`src/rtl/ffa_pkg.sv`:
```
`default_nettype none
package ffa_pkg;

  // Operation codes
  localparam logic [1:0] OP_ALLOC = 2'd0;
  localparam logic [1:0] OP_FREE  = 2'd1;
  localparam logic [1:0] OP_INIT  = 2'd2;
  localparam logic [1:0] OP_NONE  = 2'd3;

  // Status codes
  localparam logic [2:0] ST_OK       = 3'd0;
  localparam logic [2:0] ST_BAD_SIZE = 3'd1;
  localparam logic [2:0] ST_NO_SPACE = 3'd2;
  localparam logic [2:0] ST_NOT_INIT = 3'd3;
  localparam logic [2:0] ST_BAD_PTR  = 3'd4;
  localparam logic [2:0] ST_ALREADY  = 3'd5;

  typedef struct packed {
    logic [1:0]  op;
    logic [16:0] size;
    logic [15:0] address;
  } req_t;

  typedef struct packed {
    logic [2:0]  status;
    logic [15:0] payload_offset;
  } rsp_t;

endpackage
`default_nettype wire

```
`src/rtl/first_fit_block_allocator_core.sv`:
```
`default_nettype none
// Alloc and free rotate the block table once through the chain of entry cells
// past the head logic. Init steps up one page at a time until the pages cover the
// region; rejected requests go straight to the response state.
// Throughput: one request at a time, busy is high until the result strobe.
// Reset (rst, synchronous): table empty, not initialised, region_size = 65536.
// The result is shown on done for one cycle; the receiver cannot stall it.
module first_fit_block_allocator_core
  import ffa_pkg::*;
#(
  parameter int MAX_BLOCKS   = 64,
  parameter int HEADER_BYTES = 8,
  parameter int PAGE_BYTES   = 4096,
  parameter int REGION_MAX   = 65536
) (
  input  wire logic        clk,
  input  wire logic        rst,
  input  wire logic        start,
  output logic             busy,
  input  wire req_t        request,
  output logic             done,
  output rsp_t             result,
  input  wire logic        region_size_wr,
  input  wire logic [16:0] region_size
);

  localparam int SW  = $clog2(REGION_MAX + 1);
  localparam int NW  = ((SW > 18) ? SW : 18) + 1;
  localparam int PW  = ((SW > 16) ? SW : 16) + 1;
  localparam int AW0 = $clog2(REGION_MAX + PAGE_BYTES + 1);
  localparam int RW  = (AW0 > 17) ? AW0 : 17;
  localparam int CW  = $clog2(MAX_BLOCKS + 1);
  localparam int TW  = $clog2(MAX_BLOCKS + 2);

  typedef enum logic [1:0] {S_IDLE, S_INIT, S_RUN, S_RESP} state_t;

  state_t        state;
  logic [16:0]   region;
  logic [CW-1:0] count;
  logic [CW-1:0] cnt_new;
  logic          initd;
  logic [1:0]    op;
  logic [NW-1:0] need;
  logic [SW-1:0] req_sz;
  logic [15:0]   addr;
  logic [TW-1:0] t;
  logic [SW-1:0] pos;
  logic          found;
  logic          freed;
  logic          merge_next;
  logic [15:0]   off;
  logic [RW-1:0] acc;
  logic [RW-1:0] rsat;
  logic [SW-1:0] qsize [4];
  logic          qbusy [4];
  logic [2:0]    qlen;

  // chain of entry cells
  logic [SW-1:0] c_size [MAX_BLOCKS];
  logic          c_busy [MAX_BLOCKS];
  logic [SW-1:0] emit_size;
  logic          emit_busy;
  logic          init_load;
  logic [SW-1:0] init_size;

  genvar gi;
  generate
    for (gi = 0; gi < MAX_BLOCKS; gi++) begin : g_cell
      logic [SW-1:0] nsz;
      logic          nbz;
      if (gi == MAX_BLOCKS - 1) begin : g_tail
        assign nsz = emit_size;
        assign nbz = emit_busy;
      end else begin : g_mid
        assign nsz = c_size[gi+1];
        assign nbz = c_busy[gi+1];
      end
      ffa_cell #(.SW(SW)) u_cell (
        .clk       (clk),
        .shift     (state == S_RUN),
        .load      (init_load && (gi == 0)),
        .load_size (init_size),
        .in_size   (nsz),
        .in_busy   (nbz),
        .out_size  (c_size[gi]),
        .out_busy  (c_busy[gi])
      );
    end
  endgenerate

  // head logic: one table entry per cycle
  logic [SW-1:0] x_size;
  logic          x_busy;
  logic          x_val;
  logic [PW-1:0] poff;
  logic          at_addr;
  logic          fits;
  logic [SW-1:0] nqs [4];
  logic          nqb [4];
  logic [2:0]    nl;
  logic [1:0]    last;
  logic          found_n;
  logic          freed_n;
  logic          mnext_n;
  logic [15:0]   off_n;
  logic [CW-1:0] cnt_n;

  assign x_size  = c_size[0];
  assign x_busy  = c_busy[0];
  assign x_val   = (t < TW'(count));
  assign poff    = PW'(pos) + PW'(HEADER_BYTES);
  assign at_addr = x_val && !found && (poff == PW'(addr));
  assign fits    = x_val && !found && !x_busy && (NW'(x_size) >= need);
  assign rsat    = (RW'(region) > RW'(REGION_MAX)) ? RW'(REGION_MAX) : RW'(region);
  assign init_load = (state == S_INIT) && (acc >= rsat);
  assign init_size = ((acc > RW'(REGION_MAX)) ? SW'(REGION_MAX) : SW'(acc))
                     - SW'(HEADER_BYTES);

  always_comb begin
    nqs = qsize;
    nqb = qbusy;
    nl = qlen;
    found_n = found;
    freed_n = freed;
    mnext_n = merge_next;
    off_n = off;
    cnt_n = cnt_new;
    emit_size = nqs[0];
    emit_busy = nqb[0];
    last = nl[1:0] - 2'd1;
    if (op == OP_ALLOC && fits) begin
      // split: busy block then remainder
      found_n = 1'b1;
      off_n = poff[15:0];
      cnt_n = cnt_new + CW'(1);
      nqs[nl[1:0]] = req_sz;
      nqb[nl[1:0]] = 1'b1;
      nl = nl + 3'd1;
      nqs[nl[1:0]] = SW'(NW'(x_size) - need);
      nqb[nl[1:0]] = 1'b0;
      nl = nl + 3'd1;
    end else if (op == OP_FREE && at_addr) begin
      found_n = 1'b1;
      if (!x_busy) begin
        nqs[nl[1:0]] = x_size;
        nqb[nl[1:0]] = x_busy;
        nl = nl + 3'd1;
      end else begin
        freed_n = 1'b1;
        mnext_n = 1'b1;
        if (qlen != 3'd0 && !qbusy[last]) begin
          nqs[last] = qsize[last] + SW'(HEADER_BYTES) + x_size;
          cnt_n = cnt_new - CW'(1);
        end else begin
          nqs[nl[1:0]] = x_size;
          nqb[nl[1:0]] = 1'b0;
          nl = nl + 3'd1;
        end
      end
    end else if (x_val) begin
      if (merge_next && !x_busy) begin
        // coalesce with the block freed on the previous cycle
        nqs[last] = qsize[last] + SW'(HEADER_BYTES) + x_size;
        cnt_n = cnt_n - CW'(1);
      end else begin
        nqs[nl[1:0]] = x_size;
        nqb[nl[1:0]] = x_busy;
        nl = nl + 3'd1;
      end
      mnext_n = 1'b0;
    end else begin
      mnext_n = 1'b0;
    end
    // emit front entry into the tail cell once the pipeline is primed
    emit_size = nqs[0];
    emit_busy = nqb[0];
    if (t >= TW'(2) && nl != 3'd0) begin
      for (int i = 0; i < 3; i++) begin
        nqs[i] = nqs[i+1];
        nqb[i] = nqb[i+1];
      end
      nl = nl - 3'd1;
    end
  end

  // control and registered results
  always_ff @(posedge clk) begin
    if (rst) begin
      state <= S_IDLE;
      region <= 17'd65536;
      count <= '0;
      initd <= 1'b0;
      done <= 1'b0;
      qlen <= '0;
    end else begin
      done <= 1'b0;
      if (region_size_wr) begin
        region <= region_size;
      end
      unique case (state)
        S_IDLE: begin
          if (start) begin
            op <= request.op;
            req_sz <= SW'((NW'(request.size) + NW'(3)) & ~NW'(3));
            need <= ((NW'(request.size) + NW'(3)) & ~NW'(3)) + NW'(HEADER_BYTES);
            addr <= request.address;
            t <= '0;
            pos <= '0;
            found <= 1'b0;
            freed <= 1'b0;
            merge_next <= 1'b0;
            off <= '0;
            qlen <= '0;
            cnt_new <= count;
            acc <= '0;
            result.payload_offset <= '0;
            state <= S_RESP;
            unique case (request.op)
              OP_ALLOC: begin
                if (request.size == 17'd0) result.status <= ST_BAD_SIZE;
                else if (!initd) result.status <= ST_NOT_INIT;
                else if (count >= CW'(MAX_BLOCKS)) result.status <= ST_NO_SPACE;
                else state <= S_RUN;
              end
              OP_FREE: begin
                if (!initd) result.status <= ST_NOT_INIT;
                else state <= S_RUN;
              end
              OP_INIT: begin
                if (initd) result.status <= ST_ALREADY;
                else if (region == 17'd0) result.status <= ST_BAD_SIZE;
                else state <= S_INIT;
              end
              default: result.status <= ST_OK;
            endcase
          end
        end
        S_INIT: begin
          // page rounding by repeated page steps
          if (init_load) begin
            count <= CW'(1);
            initd <= 1'b1;
            result.status <= ST_OK;
            state <= S_RESP;
          end else begin
            acc <= acc + RW'(PAGE_BYTES);
          end
        end
        S_RUN: begin
          qsize <= nqs;
          qbusy <= nqb;
          qlen <= nl;
          found <= found_n;
          freed <= freed_n;
          merge_next <= mnext_n;
          off <= off_n;
          cnt_new <= cnt_n;
          pos <= pos + x_size + SW'(HEADER_BYTES);
          t <= t + TW'(1);
          if (t == TW'(MAX_BLOCKS + 1)) begin
            count <= cnt_n;
            state <= S_RESP;
            if (op == OP_ALLOC) begin
              result.status <= found_n ? ST_OK : ST_NO_SPACE;
              result.payload_offset <= found_n ? off_n : 16'd0;
            end else begin
              result.status <= freed_n ? ST_OK : ST_BAD_PTR;
            end
          end
        end
        S_RESP: begin
          done <= 1'b1;
          state <= S_IDLE;
        end
        default: state <= S_IDLE;
      endcase
    end
  end

  assign busy = (state != S_IDLE);

  // the rotation drains the head queue completely
  a_q_drained: assert property (@(posedge clk) disable iff (rst)
    (state == S_RESP) |-> (qlen == 3'd0))
    else $error("head queue not drained at end of pass");

  // block count never exceeds the table
  a_count_max: assert property (@(posedge clk) disable iff (rst)
    count <= CW'(MAX_BLOCKS))
    else $error("block count overflow");

  // a result strobe always follows a busy cycle
  a_done_busy: assert property (@(posedge clk) disable iff (rst)
    done |-> ($past(state) == S_RESP))
    else $error("result without request");

  // head queue depth bound
  a_q_bound: assert property (@(posedge clk) disable iff (rst)
    qlen <= 3'd4)
    else $error("head queue overflow");

endmodule
`default_nettype wire

```
`src/rtl/ffa_cell.sv`:
```
`default_nettype none
module ffa_cell
  import ffa_pkg::*;
#(
  parameter int SW = 17
) (
  input  wire logic          clk,
  input  wire logic          shift,
  input  wire logic          load,
  input  wire logic [SW-1:0] load_size,
  input  wire logic [SW-1:0] in_size,
  input  wire logic          in_busy,
  output logic      [SW-1:0] out_size,
  output logic               out_busy
);

  logic [SW-1:0] size;
  logic          busy;

  // One table entry: direct load at init, else take the neighbor's entry
  always_ff @(posedge clk) begin
    if (load) begin
      size <= load_size;
      busy <= 1'b0;
    end else if (shift) begin
      size <= in_size;
      busy <= in_busy;
    end
  end

  assign out_size = size;
  assign out_busy = busy;

endmodule
`default_nettype wire

```
`config.mk`:
```
export PLATFORM = sky130hd
export DESIGN_NAME = first_fit_block_allocator_core
export DESIGN_NICKNAME = d
export VERILOG_FILES = /design/src/rtl/ffa_pkg.sv /design/src/rtl/first_fit_block_allocator_core.sv /design/src/rtl/ffa_cell.sv
export SDC_FILE = /design/constraint.sdc
export NUM_CORES = 1
export LEC_CHECK = 0
export ABC_AREA = 1
export ABC_CLOCK_PERIOD_IN_PS = 53400
export BUFFER_PORTS_ARGS = -buffer_cell sky130_fd_sc_hd__buf_2
export CAP_MARGIN = 5
export CORE_MARGIN = 2
export CORE_UTILIZATION = 35
export CTS_CLUSTER_DIAMETER = 200
export DETAILED_ROUTE_END_ITERATION = 10
export HOLD_SLACK_MARGIN = 0.1
export PLACE_DENSITY = 0.51
export SETUP_SLACK_MARGIN = 0.1
export SYNTH_ARGS = -nofsm -noshare
export SYNTH_HDL_FRONTEND = slang
export SYNTH_SLANG_ARGS = --single-unit
```
`constraint.sdc`:
```
create_clock -name clk -period 53.4 [get_ports clk]
set_input_delay 5.34 -clock clk [delete_from_list [all_inputs] [get_ports clk]]
set_output_delay 5.34 -clock clk [all_outputs]
set_load 0.01 [all_outputs]
```
==> impl_metrics.ini <==
[status]
status = complete, no violations

[route]
wl_um = 115000
vias = 30900
wl_met2_um = 49000
drt-initial-drc-count = 3111
wl_per_cell_um = 18.4
postRouteAntennaNets = 0
dr.pass1.iters = 6
top_layer_used = met4
met3_length_um = 8980
via_per_inst = 4.95
drc_errors = 0
m1WireLength_um = 53200

[setup_path]
crit_buf_inv = 2
worstSetupPathType = input port to flop
crit_chain = buf_2, nor2_1, nor3_2, nor2_1, ha_1, inv_1, nor3_1, nand3_1, nor3_1, nand3_1, nor2_1, nand2_1, xor2_1
crit_path_end_kind = flop
critical-path-top-delay-family = simple AND/OR/NAND/NOR gates
arrival_ns = 7.67
crit_slowest_cell = nor2_1
critPathMaxStageDelay_ns = 0.32
cp_data_required_time_ns = 53.90
cp-start-kind = input port
cp_common_cell = nor2_1
cp_max_fo = 3

[sta]
rsz0062_at_grt = no
fin_skew_ns = 0.0416
slew_headroom_pct = 28.8
finalHoldViolCount = 0
finalSetupTns_ns = 0
holdWs_ns = 0.388
post-route-period-util_pct = 13.4
min_period_ns = 7.17
setup_viol = 0
drv_slew = 0
worstMarginPinSlew_ns = 1.07
fmax_mhz = 140
worst_slack_ns = 46.23

[final_layout]
fin_util_pct = 40.0
area_growth_pct = 13.7
drive_above_1_share_pct = 9.37
final_nets = 4266
final_area_sq_um = 61600
final_cells = 6240
n_antenna_cell = 0
fillers = 14300

[placed_design]
dp_slack_ns = 45.42
dp_hpwl_um = 68400
routabilityCongestion = 0.878
numPortBuffers = 76
placed_cell_area_sq_um = 57000
place_inst = 5987

[power]
static-leakage-power_nw = 22.0
irDropWorstVdd_mv = 0.0444
design_power_total_mw = 3.87
power.density_nw_per_um2 = 62.8

[synth]
avgSynthCellArea_sq_um = 13.7
netlist_area_sq_um = 54200
synth_cell_types = 70
synthCells = 3947
seq_area_frac_synth_pct = 75.8
synth_edf_count = 1346
syn-num-nets = 4123
ys_warn_count = 0
synth_flop_cell = edfxtp_1
ys_ff_latch = 1378
synthArstFlopShare_pct = 0

[die]
dieArea_sq_um = 158000
ioPinCount = 77
core_area_sq_um = 154000
start_util_pct = 35.2
fp.dieH_um = 397
num_rows = 144
die_x_um = 397

[global_route]
grt.overflow.total = 0
grt_usage_pct = 14.3
first_global_vias = 29500
grt_pass1_wl_um = 174000
antenna_found_initial = 6
grt_max_degree = 189

[clock_network]
clk_pin_slew_worst_paths_ns = 0.06
clock-sinks = 1378
cts_tree = yes
clock-root-buffer = clkbuf_16
clock_path_buffers = 3
postCtsResizedCells = 0
hold_buffers = 0
cts_buffers = 145
postCtsSetupRepairBufs = 0
clock_latency_ns = 0.76
h-tree-depth = 4

[run]
maxCapViolations = 0

[min_path]
hp-class = flop to flop
## registers in the layout, summed over array words and instances, names as in the netlist, 3 cells and up
signal and flops:
g_cell.u_cell.out_size 1088, qsize 68, g_cell.u_cell.out_busy 64, result 19, pos 17, region 17
addr 16, need 16, off 16, req_sz 15, cnt_new 7, count 7
t 7, acc 5, qbusy 4, qlen 3
## metal layers
layer / global-route usage, % / up-vias
met5: 0 / -
met4: 5.51 / 0
met1: 20.6 / 15100
met2: 20.7 / 1013
met3: 3.82 / 229
li1: - / 14500
## cell usage in the layout, fill, tap and decap left out, types with 23 or more instances in the layout
master and count:
o21ai_1 34, clkbuf_16 146, dfxtp_1 32, inv_1 273, o21ai_0 293, nand3_1 140, buf_2 76, clkinv_1 29
buf_4 54, a21oi_1 236, edfxtp_1 1346, xor2_1 30, nand2_1 677, o211ai_1 25, nor2_1 271, a31oi_1 23
clkbuf_1 36, nor3_1 36, nand4_1 26, ha_1 116
## area by class of cell
| type | instances | area [sq um] | area share, % |
|---|---|---|---|
| clock buffer | 185 | 3830 | 6.22 |
| tap | 2044 | 2560 | 4.15 |
| multi-input combinational | 2148 | 11500 | 18.6 |
| sequential | 1378 | 41100 | 66.7 |
| timing repair buffer | 132 | 826 | 1.34 |
| clock inverter | 68 | 746 | 1.21 |
| inverter | 285 | 1070 | 1.74 |
## worst paths after layout
kind / start / endpoint / slack, ns / depth (start not counted)
setup / recovery: request[16] / need[15] / 46.23 / 13
setup reg to reg: t[2] / qsize[39] / 46.68 / 22
hold reg to reg: g_cell[44].u_cell.out_size[7] / g_cell[43].u_cell.out_size[7] / 0.39 / 0
hold / removal: g_cell[44].u_cell.out_size[7] / g_cell[43].u_cell.out_size[7] / 0.39 / 0
## worst reg2reg max path: cells and delay by family (launching register included)
family,cells,cell delay [ns]
AOI/OAI and AO/OA,2,0.30
adders and majority gates,2,0.50
buffers and inverters,7,3.20
DFF,1,0.46
and+or+nand+nor,11,1.93
## cells in the mapped netlist, types with 4 or more instances
master / count / share of area, %
nand3b_1: 10 / 0.14
o21ai_1: 34 / 0.31
nand3_1: 140 / 1.3
inv_2: 5 / 0.035
nor3_2: 4 / 0.074
inv_1: 275 / 1.9
nand4_1: 26 / 0.30
o32ai_1: 4 / 0.065
nor2_4: 4 / 0.083
a22oi_1: 5 / 0.069
o22ai_1: 20 / 0.23
o21a_1: 4 / 0.055
dfxtp_1: 32 / 1.2
mux2i_1: 19 / 0.35
nor3_1: 36 / 0.33
or2_0: 7 / 0.081
buf_1: 4 / 0.028
o31ai_1: 8 / 0.11
o21ai_0: 293 / 2.7
xor2_1: 30 / 0.49
xnor2_1: 20 / 0.32
a31oi_1: 23 / 0.27
a21oi_1: 236 / 2.2
or2_1: 9 / 0.10
o21bai_1: 14 / 0.19
nand2_1: 677 / 4.7
a211oi_1: 13 / 0.18
buf_6: 6 / 0.12
buf_2: 16 / 0.15
ha_1: 117 / 2.7
buf_4: 8 / 0.11
nor4_1: 12 / 0.14
edfxtp_1: 1346 / 75
o211ai_1: 25 / 0.35
clkbuf_1: 101 / 0.70
a31oi_2: 8 / 0.18
nor2_1: 274 / 1.9
or2_2: 13 / 0.15
nand2_2: 12 / 0.14
o221ai_1: 11 / 0.18
## cells by family after synthesis
| kind of cell | share of synthesized area [%] |
|---|---|
| xor gates and xnor gates | 0.838 |
| other | 0.00692 |
| adders and majority gates | 2.81 |
| and+or+nand+nor | 9.69 |
| DFF | 75.8 |
| AOI/OAI and AO/OA | 7.39 |
| buffers and inverters | 3.12 |
| muxes | 0.351 |
## power breakdown
part	total, mW	internal (mW)	leakage [nW]	switching [mW]
clock network	0.958	0.539	2.20	0.419
registers	1.75	1.65	12.8	0.0993
logic	1.16	0.304	7.05	0.859
Power figures use the tool's default switching activity.
